==> src/rtl/core/pvsp_pkg.sv <==
// ----------------------------------------------------------------------------
// pvsp_pkg - shared types and constants of the pulse-vector stepper positioner
// Request codes, sequencer states, field widths and reset values.
// ----------------------------------------------------------------------------
`default_nettype none

package pvsp_pkg;

	// Word field widths
	localparam int REQ_W       = 3;
	localparam int BYTE_W      = 8;
	localparam int STEP_CNT_W  = 8;
	localparam int ANGLE_W     = 9;
	localparam int WIN_W       = 16;
	localparam int DELAY_W     = 5;
	localparam int MODE_W      = 3;

	// Settings after reset
	localparam logic [DELAY_W-1:0] DELAY_RESET = 5'd20;
	localparam logic [MODE_W-1:0]  MODE_RESET  = 3'd2;

	// Request codes carried in req_type
	typedef enum logic [REQ_W-1:0] {
		REQ_X_PULSE = 3'd0,
		REQ_Y_PULSE = 3'd1,
		REQ_TICK    = 3'd2,
		REQ_JOG     = 3'd3,
		REQ_SERIAL  = 3'd4
	} req_t;

	// Top-level sequencer
	typedef enum logic [1:0] {
		SEQ_IDLE,
		SEQ_ROOT,
		SEQ_MOVE
	} seq_state_t;

	// Root unit phases
	typedef enum logic [2:0] {
		RU_IDLE,
		RU_SQ_X,
		RU_SQ_Y,
		RU_SUM,
		RU_ROOT
	} ru_phase_t;

	// Root unit status toward the sequencer
	typedef struct packed {
		logic busy;
		logic done;
	} ru_status_t;

endpackage

`default_nettype wire

==> src/rtl/core/pvsp_channels.sv <==
// ----------------------------------------------------------------------------
// pvsp_channels - valid/ready channels of the stepper positioner
// Event words in, move report words out.
// ----------------------------------------------------------------------------
`default_nettype none

interface pvsp_evt_if;
	logic                            valid;
	logic                            ready;
	logic [pvsp_pkg::REQ_W-1:0]      req_type;
	logic                            pulse_up;
	logic                            jog_clockwise;
	logic [pvsp_pkg::BYTE_W-1:0]     rx_byte;
	logic                            rx_ninth_bit;

	modport source (
		output valid, req_type, pulse_up, jog_clockwise, rx_byte, rx_ninth_bit,
		input  ready
	);
	modport sink (
		input  valid, req_type, pulse_up, jog_clockwise, rx_byte, rx_ninth_bit,
		output ready
	);
endinterface

interface pvsp_move_if;
	logic                               valid;
	logic                               ready;
	logic                               step_clockwise;
	logic [pvsp_pkg::STEP_CNT_W-1:0]    step_count;
	logic [pvsp_pkg::ANGLE_W-1:0]       angle;
	logic signed [pvsp_pkg::WIN_W-1:0]  x_count;
	logic signed [pvsp_pkg::WIN_W-1:0]  y_count;
	logic [pvsp_pkg::DELAY_W-1:0]       step_delay;
	logic [pvsp_pkg::MODE_W-1:0]        report_mode;

	modport source (
		output valid, step_clockwise, step_count, angle, x_count, y_count,
		       step_delay, report_mode,
		input  ready
	);
	modport sink (
		input  valid, step_clockwise, step_count, angle, x_count, y_count,
		       step_delay, report_mode,
		output ready
	);
endinterface

`default_nettype wire

==> src/rtl/core/pvsp_root_unit.sv <==
// ----------------------------------------------------------------------------
// pvsp_root_unit - vector length to angle
// Squares both window counts on one multiplier, sums them, then extracts the
// floor square root one bit a cycle while reducing it modulo the turn length.
// ----------------------------------------------------------------------------
`default_nettype none

module pvsp_root_unit #(
	parameter int COUNT_BITS     = 16,
	parameter int STEPS_PER_TURN = 400,
	localparam int AW            = $clog2(STEPS_PER_TURN)
) (
	input  wire logic                         clk,
	input  wire logic                         arst_n,
	input  wire logic                         start,
	input  wire logic signed [COUNT_BITS-1:0] x_win,
	input  wire logic signed [COUNT_BITS-1:0] y_win,
	output pvsp_pkg::ru_status_t              status,
	output logic [AW-1:0]                     target
);

	localparam int SUM_W = 2 * COUNT_BITS;
	localparam int REM_W = COUNT_BITS + 1;
	localparam int CNT_W = $clog2(COUNT_BITS);
	localparam logic [CNT_W-1:0] LAST_BIT = CNT_W'(COUNT_BITS - 1);
	localparam logic [AW:0]      MOD_K    = (AW + 1)'(STEPS_PER_TURN);

	pvsp_pkg::ru_phase_t phase_q, phase_d;

	logic [CNT_W-1:0]      cnt_q;
	logic [SUM_W-1:0]      prod_q;
	logic [SUM_W-1:0]      rad_q;
	logic [REM_W-1:0]      rem_q;
	logic [COUNT_BITS-1:0] root_q;
	logic [AW-1:0]         mod_q;
	logic                  done_q;

	logic signed [COUNT_BITS-1:0] mul_src;
	logic [COUNT_BITS-1:0]        mag;
	logic [SUM_W-1:0]             prod;
	logic [COUNT_BITS+1:0]        rem4;
	logic [COUNT_BITS+1:0]        trial;
	logic [COUNT_BITS+1:0]        rem_nx;
	logic                         take;
	logic [AW:0]                  mod2;
	logic [AW:0]                  mod_nx;

	// Square the selected count on the shared multiplier
	always_comb begin
		mul_src = (phase_q == pvsp_pkg::RU_SQ_X) ? x_win : y_win;
		mag     = mul_src[COUNT_BITS-1] ? (~mul_src + 1'b1) : mul_src;
		prod    = SUM_W'(mag) * SUM_W'(mag);
	end

	// One root bit: compare remainder with trial, fold the bit into the modulus
	always_comb begin
		rem4   = {rem_q[COUNT_BITS-1:0], rad_q[SUM_W-1 -: 2]};
		trial  = {root_q, 2'b01};
		take   = (rem4 >= trial);
		rem_nx = take ? (rem4 - trial) : rem4;
		mod2   = {mod_q, take};
		mod_nx = (mod2 >= MOD_K) ? (mod2 - MOD_K) : mod2;
	end

	// Phase sequencing
	always_comb begin
		phase_d = phase_q;
		case (phase_q)
			pvsp_pkg::RU_IDLE: begin
				if (start) phase_d = pvsp_pkg::RU_SQ_X;
			end
			pvsp_pkg::RU_SQ_X: phase_d = pvsp_pkg::RU_SQ_Y;
			pvsp_pkg::RU_SQ_Y: phase_d = pvsp_pkg::RU_SUM;
			pvsp_pkg::RU_SUM:  phase_d = pvsp_pkg::RU_ROOT;
			pvsp_pkg::RU_ROOT: begin
				if (cnt_q == '0) phase_d = pvsp_pkg::RU_IDLE;
			end
			default: phase_d = pvsp_pkg::RU_IDLE;
		endcase
	end

	// Status toward the sequencer
	always_comb begin
		status.busy = (phase_q != pvsp_pkg::RU_IDLE);
		status.done = done_q;
		target      = mod_q;
	end

	always_ff @(posedge clk or negedge arst_n) begin
		if (!arst_n) begin
			phase_q <= pvsp_pkg::RU_IDLE;
			done_q  <= 1'b0;
		end else begin
			phase_q <= phase_d;
			done_q  <= (phase_q == pvsp_pkg::RU_ROOT) && (cnt_q == '0);
		end
	end

	// Datapath registers
	always_ff @(posedge clk) begin
		case (phase_q)
			pvsp_pkg::RU_SQ_X: begin
				prod_q <= prod;
			end
			pvsp_pkg::RU_SQ_Y: begin
				rad_q  <= prod_q;
				prod_q <= prod;
			end
			pvsp_pkg::RU_SUM: begin
				rad_q  <= rad_q + prod_q;
				rem_q  <= '0;
				root_q <= '0;
				mod_q  <= '0;
				cnt_q  <= LAST_BIT;
			end
			pvsp_pkg::RU_ROOT: begin
				rad_q  <= {rad_q[SUM_W-3:0], 2'b00};
				rem_q  <= rem_nx[REM_W-1:0];
				root_q <= {root_q[COUNT_BITS-2:0], take};
				mod_q  <= mod_nx[AW-1:0];
				cnt_q  <= cnt_q - 1'b1;
			end
			default: begin
			end
		endcase
	end

endmodule

`default_nettype wire

==> src/rtl/core/pulse_vector_stepper_positioner.sv <==
// ----------------------------------------------------------------------------
// pulse_vector_stepper_positioner - pulse counting stepper positioner
// Counts X/Y pulses, and at each window end turns the vector length into a
// shortest move on the step circle; jogs move one step; serial bytes set
// the step delay and report mode.
//
//   channel | dir | word
//   --------+-----+------------------------------------------------------
//   evt     | in  | req_type, pulse_up, jog_clockwise, rx_byte, rx_ninth_bit
//   move    | out | step_clockwise, step_count, angle, x_count, y_count,
//           |     | step_delay, report_mode
//
// Pulses, serial bytes and ticks inside a window keep evt ready. A jog
// holds events off through the move state; a window-end tick holds them off
// through the bit-serial square root in the root unit and the move state.
// The move word sits in an output register; new events are taken while it
// waits, but a move is held back until the register is free.
// Reset: accumulators, window and angle clear, delay 20, report mode 2.
// ----------------------------------------------------------------------------
`default_nettype none

module pulse_vector_stepper_positioner #(
	parameter int STEPS_PER_TURN = 400,
	parameter int WINDOW_TICKS   = 30,
	parameter int COUNT_BITS     = 16
) (
	input  wire logic  clk,
	input  wire logic  arst_n,
	pvsp_evt_if.sink   evt,
	pvsp_move_if.source move
);

	localparam int AW   = $clog2(STEPS_PER_TURN);
	localparam int TW   = $clog2(WINDOW_TICKS + 1);
	localparam int DW   = AW + 2;
	localparam int HALF = STEPS_PER_TURN / 2;
	localparam logic signed [DW-1:0]         HALF_S  = DW'(HALF);
	localparam logic signed [DW-1:0]         TURN_S  = DW'(STEPS_PER_TURN);
	localparam logic [AW-1:0]                ANG_TOP = AW'(STEPS_PER_TURN - 1);
	localparam logic [TW-1:0]                TICK_END = TW'(WINDOW_TICKS - 1);
	localparam logic signed [COUNT_BITS-1:0] CMAX = {1'b0, {(COUNT_BITS-1){1'b1}}};
	localparam logic signed [COUNT_BITS-1:0] CMIN = {1'b1, {(COUNT_BITS-1){1'b0}}};

	pvsp_pkg::seq_state_t state_q, state_d;
	pvsp_pkg::ru_status_t ru_status;

	logic signed [COUNT_BITS-1:0] x_acc_q, y_acc_q, x_win_q, y_win_q;
	logic [TW-1:0]                tick_q;
	logic [AW-1:0]                angle_q;
	logic [pvsp_pkg::DELAY_W-1:0] delay_q;
	logic [pvsp_pkg::MODE_W-1:0]  mode_q;
	logic                         jog_q, jog_cw_q;

	logic                                out_vld_q;
	logic                                out_cw_q;
	logic [pvsp_pkg::STEP_CNT_W-1:0]     out_cnt_q;
	logic [pvsp_pkg::ANGLE_W-1:0]        out_angle_q;
	logic signed [pvsp_pkg::WIN_W-1:0]   out_x_q, out_y_q;
	logic [pvsp_pkg::DELAY_W-1:0]        out_delay_q;
	logic [pvsp_pkg::MODE_W-1:0]         out_mode_q;

	logic          accept, tick_last, window_end, parity_ok, slot_free, load_out;
	logic [AW-1:0] target;
	logic signed [DW-1:0] diff_raw, diff_w, diff_mag;
	logic          move_cw;
	logic [DW-1:0] move_cnt;
	logic [AW-1:0] angle_up, angle_dn, next_angle;

	// Event decode
	always_comb begin
		accept     = evt.valid && evt.ready;
		tick_last  = (tick_q == TICK_END);
		window_end = accept && (evt.req_type == pvsp_pkg::REQ_TICK) && tick_last;
		parity_ok  = ((^evt.rx_byte) == evt.rx_ninth_bit);
		slot_free  = !out_vld_q || move.ready;
	end

	pvsp_root_unit #(
		.COUNT_BITS     (COUNT_BITS),
		.STEPS_PER_TURN (STEPS_PER_TURN)
	) u_root (
		.clk    (clk),
		.arst_n (arst_n),
		.start  (window_end),
		.x_win  (x_win_q),
		.y_win  (y_win_q),
		.status (ru_status),
		.target (target)
	);

	// Shortest move toward the target, or one jog step
	always_comb begin
		diff_raw = $signed({2'b00, target}) - $signed({2'b00, angle_q});
		if (diff_raw > HALF_S) begin
			diff_w = diff_raw - TURN_S;
		end else if (diff_raw < -HALF_S) begin
			diff_w = diff_raw + TURN_S;
		end else begin
			diff_w = diff_raw;
		end
		diff_mag = diff_w[DW-1] ? -diff_w : diff_w;
		angle_up = (angle_q == ANG_TOP) ? '0 : angle_q + 1'b1;
		angle_dn = (angle_q == '0) ? ANG_TOP : angle_q - 1'b1;
		if (jog_q) begin
			move_cw    = jog_cw_q;
			move_cnt   = DW'(1);
			next_angle = jog_cw_q ? angle_up : angle_dn;
		end else begin
			move_cw    = (diff_w > 0);
			move_cnt   = diff_mag;
			next_angle = target;
		end
	end

	// Sequencer next state
	always_comb begin
		state_d = state_q;
		case (state_q)
			pvsp_pkg::SEQ_IDLE: begin
				if (window_end) begin
					state_d = pvsp_pkg::SEQ_ROOT;
				end else if (accept && (evt.req_type == pvsp_pkg::REQ_JOG)) begin
					state_d = pvsp_pkg::SEQ_MOVE;
				end
			end
			pvsp_pkg::SEQ_ROOT: begin
				if (ru_status.done) state_d = pvsp_pkg::SEQ_MOVE;
			end
			pvsp_pkg::SEQ_MOVE: begin
				if (slot_free) state_d = pvsp_pkg::SEQ_IDLE;
			end
			default: state_d = pvsp_pkg::SEQ_IDLE;
		endcase
	end

	// Sequencer outputs
	always_comb begin
		evt.ready = (state_q == pvsp_pkg::SEQ_IDLE);
		load_out  = (state_q == pvsp_pkg::SEQ_MOVE) && slot_free;
	end

	// Control state
	always_ff @(posedge clk or negedge arst_n) begin
		if (!arst_n) begin
			state_q   <= pvsp_pkg::SEQ_IDLE;
			x_acc_q   <= '0;
			y_acc_q   <= '0;
			x_win_q   <= '0;
			y_win_q   <= '0;
			tick_q    <= '0;
			angle_q   <= '0;
			delay_q   <= pvsp_pkg::DELAY_RESET;
			mode_q    <= pvsp_pkg::MODE_RESET;
			jog_q     <= 1'b0;
			jog_cw_q  <= 1'b0;
			out_vld_q <= 1'b0;
		end else begin
			state_q <= state_d;
			if (accept) begin
				case (evt.req_type)
					pvsp_pkg::REQ_X_PULSE: begin
						if (evt.pulse_up && (x_acc_q != CMAX)) x_acc_q <= x_acc_q + 1'b1;
						else if (!evt.pulse_up && (x_acc_q != CMIN)) x_acc_q <= x_acc_q - 1'b1;
					end
					pvsp_pkg::REQ_Y_PULSE: begin
						if (evt.pulse_up && (y_acc_q != CMAX)) y_acc_q <= y_acc_q + 1'b1;
						else if (!evt.pulse_up && (y_acc_q != CMIN)) y_acc_q <= y_acc_q - 1'b1;
					end
					pvsp_pkg::REQ_TICK: begin
						// close the window: capture and clear the counts
						if (tick_last) begin
							tick_q  <= '0;
							x_win_q <= x_acc_q;
							y_win_q <= y_acc_q;
							x_acc_q <= '0;
							y_acc_q <= '0;
							jog_q   <= 1'b0;
						end else begin
							tick_q <= tick_q + 1'b1;
						end
					end
					pvsp_pkg::REQ_JOG: begin
						jog_q    <= 1'b1;
						jog_cw_q <= evt.jog_clockwise;
					end
					pvsp_pkg::REQ_SERIAL: begin
						if (parity_ok) begin
							delay_q <= evt.rx_byte[pvsp_pkg::DELAY_W-1:0];
							mode_q  <= evt.rx_byte[pvsp_pkg::BYTE_W-1 -: pvsp_pkg::MODE_W];
						end
					end
					default: begin
					end
				endcase
			end
			if (load_out) begin
				angle_q   <= next_angle;
				out_vld_q <= 1'b1;
			end else if (move.ready) begin
				out_vld_q <= 1'b0;
			end
		end
	end

	// Move word register
	always_ff @(posedge clk) begin
		if (load_out) begin
			out_cw_q    <= move_cw;
			out_cnt_q   <= pvsp_pkg::STEP_CNT_W'(move_cnt);
			out_angle_q <= pvsp_pkg::ANGLE_W'(next_angle);
			out_x_q     <= pvsp_pkg::WIN_W'(x_win_q);
			out_y_q     <= pvsp_pkg::WIN_W'(y_win_q);
			out_delay_q <= delay_q;
			out_mode_q  <= mode_q;
		end
	end

	assign move.valid          = out_vld_q;
	assign move.step_clockwise = out_cw_q;
	assign move.step_count     = out_cnt_q;
	assign move.angle          = out_angle_q;
	assign move.x_count        = out_x_q;
	assign move.y_count        = out_y_q;
	assign move.step_delay     = out_delay_q;
	assign move.report_mode    = out_mode_q;

endmodule

`default_nettype wire

==> src/flat_wrapper.sv <==
// flat-port wrapper written by rule: the top's interface ports become plain ports
module pulse_vector_stepper_positioner_flat 
#(
	parameter int STEPS_PER_TURN = 400,
	parameter int WINDOW_TICKS   = 30,
	parameter int COUNT_BITS     = 16
)
  (clk, arst_n, evt_valid, evt_req_type, evt_pulse_up, evt_jog_clockwise, evt_rx_byte, evt_rx_ninth_bit, evt_ready, move_valid, move_step_clockwise, move_step_count, move_angle, move_x_count, move_y_count, move_step_delay, move_report_mode, move_ready);
  pvsp_evt_if evt_i ();
  pvsp_move_if move_i ();
  input  wire logic clk;
  input  wire logic arst_n;
  input wire logic [$bits(evt_i.valid)-1:0] evt_valid;
  input wire logic [$bits(evt_i.req_type)-1:0] evt_req_type;
  input wire logic [$bits(evt_i.pulse_up)-1:0] evt_pulse_up;
  input wire logic [$bits(evt_i.jog_clockwise)-1:0] evt_jog_clockwise;
  input wire logic [$bits(evt_i.rx_byte)-1:0] evt_rx_byte;
  input wire logic [$bits(evt_i.rx_ninth_bit)-1:0] evt_rx_ninth_bit;
  output wire logic [$bits(evt_i.ready)-1:0] evt_ready;
  output wire logic [$bits(move_i.valid)-1:0] move_valid;
  output wire logic [$bits(move_i.step_clockwise)-1:0] move_step_clockwise;
  output wire logic [$bits(move_i.step_count)-1:0] move_step_count;
  output wire logic [$bits(move_i.angle)-1:0] move_angle;
  output wire logic [$bits(move_i.x_count)-1:0] move_x_count;
  output wire logic [$bits(move_i.y_count)-1:0] move_y_count;
  output wire logic [$bits(move_i.step_delay)-1:0] move_step_delay;
  output wire logic [$bits(move_i.report_mode)-1:0] move_report_mode;
  input wire logic [$bits(move_i.ready)-1:0] move_ready;
  assign evt_i.valid = evt_valid;
  assign evt_i.req_type = evt_req_type;
  assign evt_i.pulse_up = evt_pulse_up;
  assign evt_i.jog_clockwise = evt_jog_clockwise;
  assign evt_i.rx_byte = evt_rx_byte;
  assign evt_i.rx_ninth_bit = evt_rx_ninth_bit;
  assign evt_ready = evt_i.ready;
  assign move_valid = move_i.valid;
  assign move_step_clockwise = move_i.step_clockwise;
  assign move_step_count = move_i.step_count;
  assign move_angle = move_i.angle;
  assign move_x_count = move_i.x_count;
  assign move_y_count = move_i.y_count;
  assign move_step_delay = move_i.step_delay;
  assign move_report_mode = move_i.report_mode;
  assign move_i.ready = move_ready;
  pulse_vector_stepper_positioner #(.STEPS_PER_TURN(STEPS_PER_TURN), .WINDOW_TICKS(WINDOW_TICKS), .COUNT_BITS(COUNT_BITS)) u_core (.clk(clk), .arst_n(arst_n), .evt(evt_i), .move(move_i));
endmodule
==> config.mk <==
export PLATFORM = sky130hd
export DESIGN_NAME = pulse_vector_stepper_positioner_flat
export DESIGN_NICKNAME = d
export VERILOG_FILES = /design/src/rtl/core/pvsp_pkg.sv /design/src/rtl/core/pvsp_channels.sv /design/src/rtl/core/pvsp_root_unit.sv /design/src/rtl/core/pulse_vector_stepper_positioner.sv /design/src/flat_wrapper.sv
export SDC_FILE = /design/constraint.sdc
export NUM_CORES = 1
export LEC_CHECK = 0
export BUFFER_PORTS_ARGS = -buffer_cell sky130_fd_sc_hd__buf_2
export CAP_MARGIN = 20
export CORE_UTILIZATION = 30
export DETAILED_ROUTE_END_ITERATION = 10
export PLACE_DENSITY = 0.54
export SETUP_SLACK_MARGIN = 0.02
export SLEW_MARGIN = 20
export SYNTH_ARGS = -nofsm -noshare
export SYNTH_HDL_FRONTEND = slang
export SYNTH_SLANG_ARGS = --single-unit
==> constraint.sdc <==
create_clock -name clk -period 19.1 [get_ports clk]
set_input_delay 1.91 -clock clk [delete_from_list [all_inputs] [get_ports clk]]
set_output_delay 1.91 -clock clk [all_outputs]
set_load 0.03 [all_outputs]
==> impl_metrics.tcl <==
set metrics [dict create \
    yosys-top-cells-count "306 x inv_1, 247 x nand2_1, 196 x ha_1, 187 x nor2_1, 168 x fa_1" \
    yosys_warnings 0 \
    track_usage_pct 15.14 \
    core_area_mm2 0.07308 \
    worstHoldStart "u_core.delay_q[1]" \
    htree_levels 1 \
    numCtsBuffers 31 \
    cts_num_sinks 257 \
    yosys.area.top_type "edfxtp_1" \
    fin_crit_ps 9302 \
    worstSetupStartpoint "u_core.u_root.phase_q[2]" \
    combPwrFrac_pct 30.8 \
    post-route-period-util_pct 48.70 \
    synthArstFlopShare_pct 36.96 \
    min_path_type "register to register" \
    placed_area_mm2 0.02378 \
    wl_per_cell_um 16.60 \
    setup_viol 0 \
    io_buffers 77 \
    p_seq_share_pct 37.4 \
    fin_setup_tns_ps 0 \
    io_pins 78 \
    synth_seq_cells 257 \
    skew_ps 43.03 \
    slowest_stage "xnor2_1" \
    yosys.cell_types.count 82 \
    vias_per_cell 4.985 \
    cts_tree "yes" \
    worstPathArrival_ps 9620 \
    grt_pass1_wl_mm 91.84 \
    fin_area_mm2 0.02482 \
    start_util_pct 30.36 \
    startpoint_type "register" \
    crit_type "register to register" \
    antenna_found_initial 2 \
    synth_area_per_cell_um2 9.688 \
    postRouteAntennaNets 0 \
    root_buffer "clkbuf_16" \
    synth_most_common_cell "inv_1" \
    dp_hpwl_mm 43.15 \
    hold_buffers 0 \
    die_h_um 273.9 \
    place.gp.congestion 0.8860 \
    cp_max_fo 25 \
    grt_setup_unrepaired "no" \
    crit_top_cell "fa_1" \
    synthFlopType "edfxtp_1" \
    die_w_um 273.9 \
    tightest_slew_ps 968.8 \
    power.density_mw_per_mm2 76.15 \
    drive_gt1_share_pct 9.387 \
    overflow 0 \
    yosysSeqAreaShare_pct 32.66 \
    status "complete, but fails checks" \
    p_switching_w 0.0006456 \
    grt_pass1_vias 17400 \
    slew_violations 0 \
    violations "design-rule violations" \
    clkTransAtPathRegs_ps 60 \
    synth_top_area_share_pct 21.93 \
    die_area_mm2 0.07505 \
    cap_viol_max_count 0 \
    grt_max_degree 75 \
    r2r-start "u_core.u_root.phase_q[2]" \
    clock_power_share_pct 31.8 \
    max_stage_delay_ps 620 \
    post_cts_buffers 0 \
    max_slew_margin_pct 35.19 \
    p_int_w 0.001245 \
    required_ps 19410 \
    swShare_pct 34.16 \
    dr.pass1.iters 8 \
    nNetsFinal 2754 \
    std_cell_rows 99 \
    nFillCells 7440 \
    clk_latency_ps 600 \
    area_growth_pct 11.87 \
    routed_wl_mm 55.73 \
    synth-edff-count 162 \
    route.detailed.drc 16 \
    yosys-top-cells-area "edfxtp_1 22%, fa_1 15%, ha_1 11%, dfrtp_1 10%, inv_1 5.2%" \
    via_count 16730 \
    total_leakage_power_nw 11.43 \
    end_kind "register" \
    drt_iter0_markers 929 \
    fmax_mhz 107.5 \
    clockBufferDepth 3 \
    cts-resized-gates 0 \
    ir_worst_vdd_mv 0.06515 \
    syn_inst 2290 \
    hold_viol_final 0 \
    syn-cell-area_mm2 0.02219 \
]
==> flip-flops by register name, indices dropped and copies added, names as in the netlist, 12 cells and up <==
signal	count
u_core.u_root.rad_q	32
u_core.u_root.prod_q	31
u_core.move.x_count	16
u_core.move.y_count	16
u_core.u_root.rem_q	16
u_core.x_acc_q	16
u_core.x_win_q	16
u_core.y_acc_q	16
u_core.y_win_q	16
u_core.u_root.root_q	12
==> path summary, 6_finish.rpt <==
| path | endpoint | slack [ps] | depth (start not counted) |
|---|---|---|---|
| worst min-delay path | u_core.move.step_delay[1] | 450 | 0 |
| worst max register to register | u_core.u_root.prod_q[30] | 9800 | 33 |
| worst min register to register | u_core.move.step_delay[1] | 450 | 0 |
| min in group asynchronous | u_core.x_acc_q[7] | 1200 | 1 |
| worst max-delay path | u_core.u_root.prod_q[30] | 9800 | 33 |
| max in group asynchronous | u_core.angle_q[2] | 16830 | 2 |
==> cells in the final DEF (no fill, tap or decap), types with 15 or more instances in the layout <==
master / netlist / layout
a22oi_1: 27 / 27
xor2_1: 35 / 35
o21ai_0: 94 / 93
clkbuf_16: 0 / 31
a21oi_1: 104 / 104
and3_1: 20 / 20
o31ai_1: 20 / 19
buf_2: 5 / 76
a22o_1: 16 / 16
ha_1: 196 / 196
a31oi_1: 18 / 18
a21o_1: 46 / 46
fa_1: 168 / 168
nand3_1: 34 / 33
xnor2_1: 94 / 94
nor2_1: 187 / 185
buf_4: 3 / 20
nand4_1: 18 / 18
or3_1: 16 / 15
mux2_2: 15 / 15
edfxtp_1: 162 / 162
mux2i_1: 26 / 26
inv_1: 306 / 306
dfrtp_1: 92 / 92
nand2_1: 247 / 247
nor4_1: 18 / 18
nor3_1: 50 / 49
==> metrics by stage <==
stage	worst slack [ps]	util, %	hold WS [ps]	std cells	power, W
5_1_grt	9102	33.96	462.1	3356	0.002012
6_report	9798	33.96	447.0	3357	0.001890
3_5_place_dp	9760	32.54	435.6	3298	0.001296
4_1_cts	9723	33.95	449.5	3356	0.001908
2_1_floorplan	10920	-	421.0	2300	0.001160
3_3_place_gp	10100	32.54	427.4	3298	0.001276
==> power by group through the flow <==
stage	logic [W]	registers [W]	clock network [W]
floorplan	0.000463	0.000697	0
global placement	0.000563	0.000713	0
detailed placement	0.000580	0.000716	0
CTS	0.000583	0.000705	0.000621
global route	0.000655	0.000715	0.000642
finish	0.000582	0.000706	0.000602
==> logic make-up (layout without fill, tap and decap cells) <==
family          after synthesis  in the layout  share of synthesized area, %
other cells                   2             13                       0.03385
flops                       257            257                         32.66
simple gates                662            662                         13.58
buf+inv                     379            476                         6.525
xor+xnor                    136            136                         5.606
fa+ha+maj                   364            364                         26.21
compound gates              447            447                         13.35
mux                          43             43                         2.036
==> layer usage <==
| layer | global-route usage, % | vias to the layer above | wire, um |
|---|---|---|---|
| met2 | 26.12 | 370 | 26680 |
| met1 | 19.61 | 8245 | 25220 |
| met4 | 3.933 | 0 | 1279 |
| met5 | 0 | - | 0 |
| li1 | - | 8045 | - |
| met3 | 2.364 | 74 | 2554 |
==> final cells by class <==
| class | instances | area (um2) | area share (%) |
|---|---|---|---|
| Antenna cell | 1 | 2.502 | 0.01008 |
| Clock buffer | 39 | 845.8 | 3.408 |
| Clock inverter | 19 | 183.9 | 0.7410 |
| Inverter | 321 | 1205 | 4.855 |
| Multi-Input combinational cell | 1664 | 13600 | 54.78 |
| Sequential cell | 257 | 7246 | 29.19 |
| Tap cell | 959 | 1200 | 4.834 |
| Timing Repair Buffer | 97 | 541.8 | 2.183 |
==> worst max-delay path, delay by kind of cell (launching register included) <==
family	cells	cell delay, ps
AOI/OAI and AO/OA	6	1620
xor gates and xnor gates	2	700
adders and majority gates	8	3690
buffers and inverters	7	1270
DFF	1	440
and+or+nand+nor	10	1270
(Power assumes the default switching activity.)
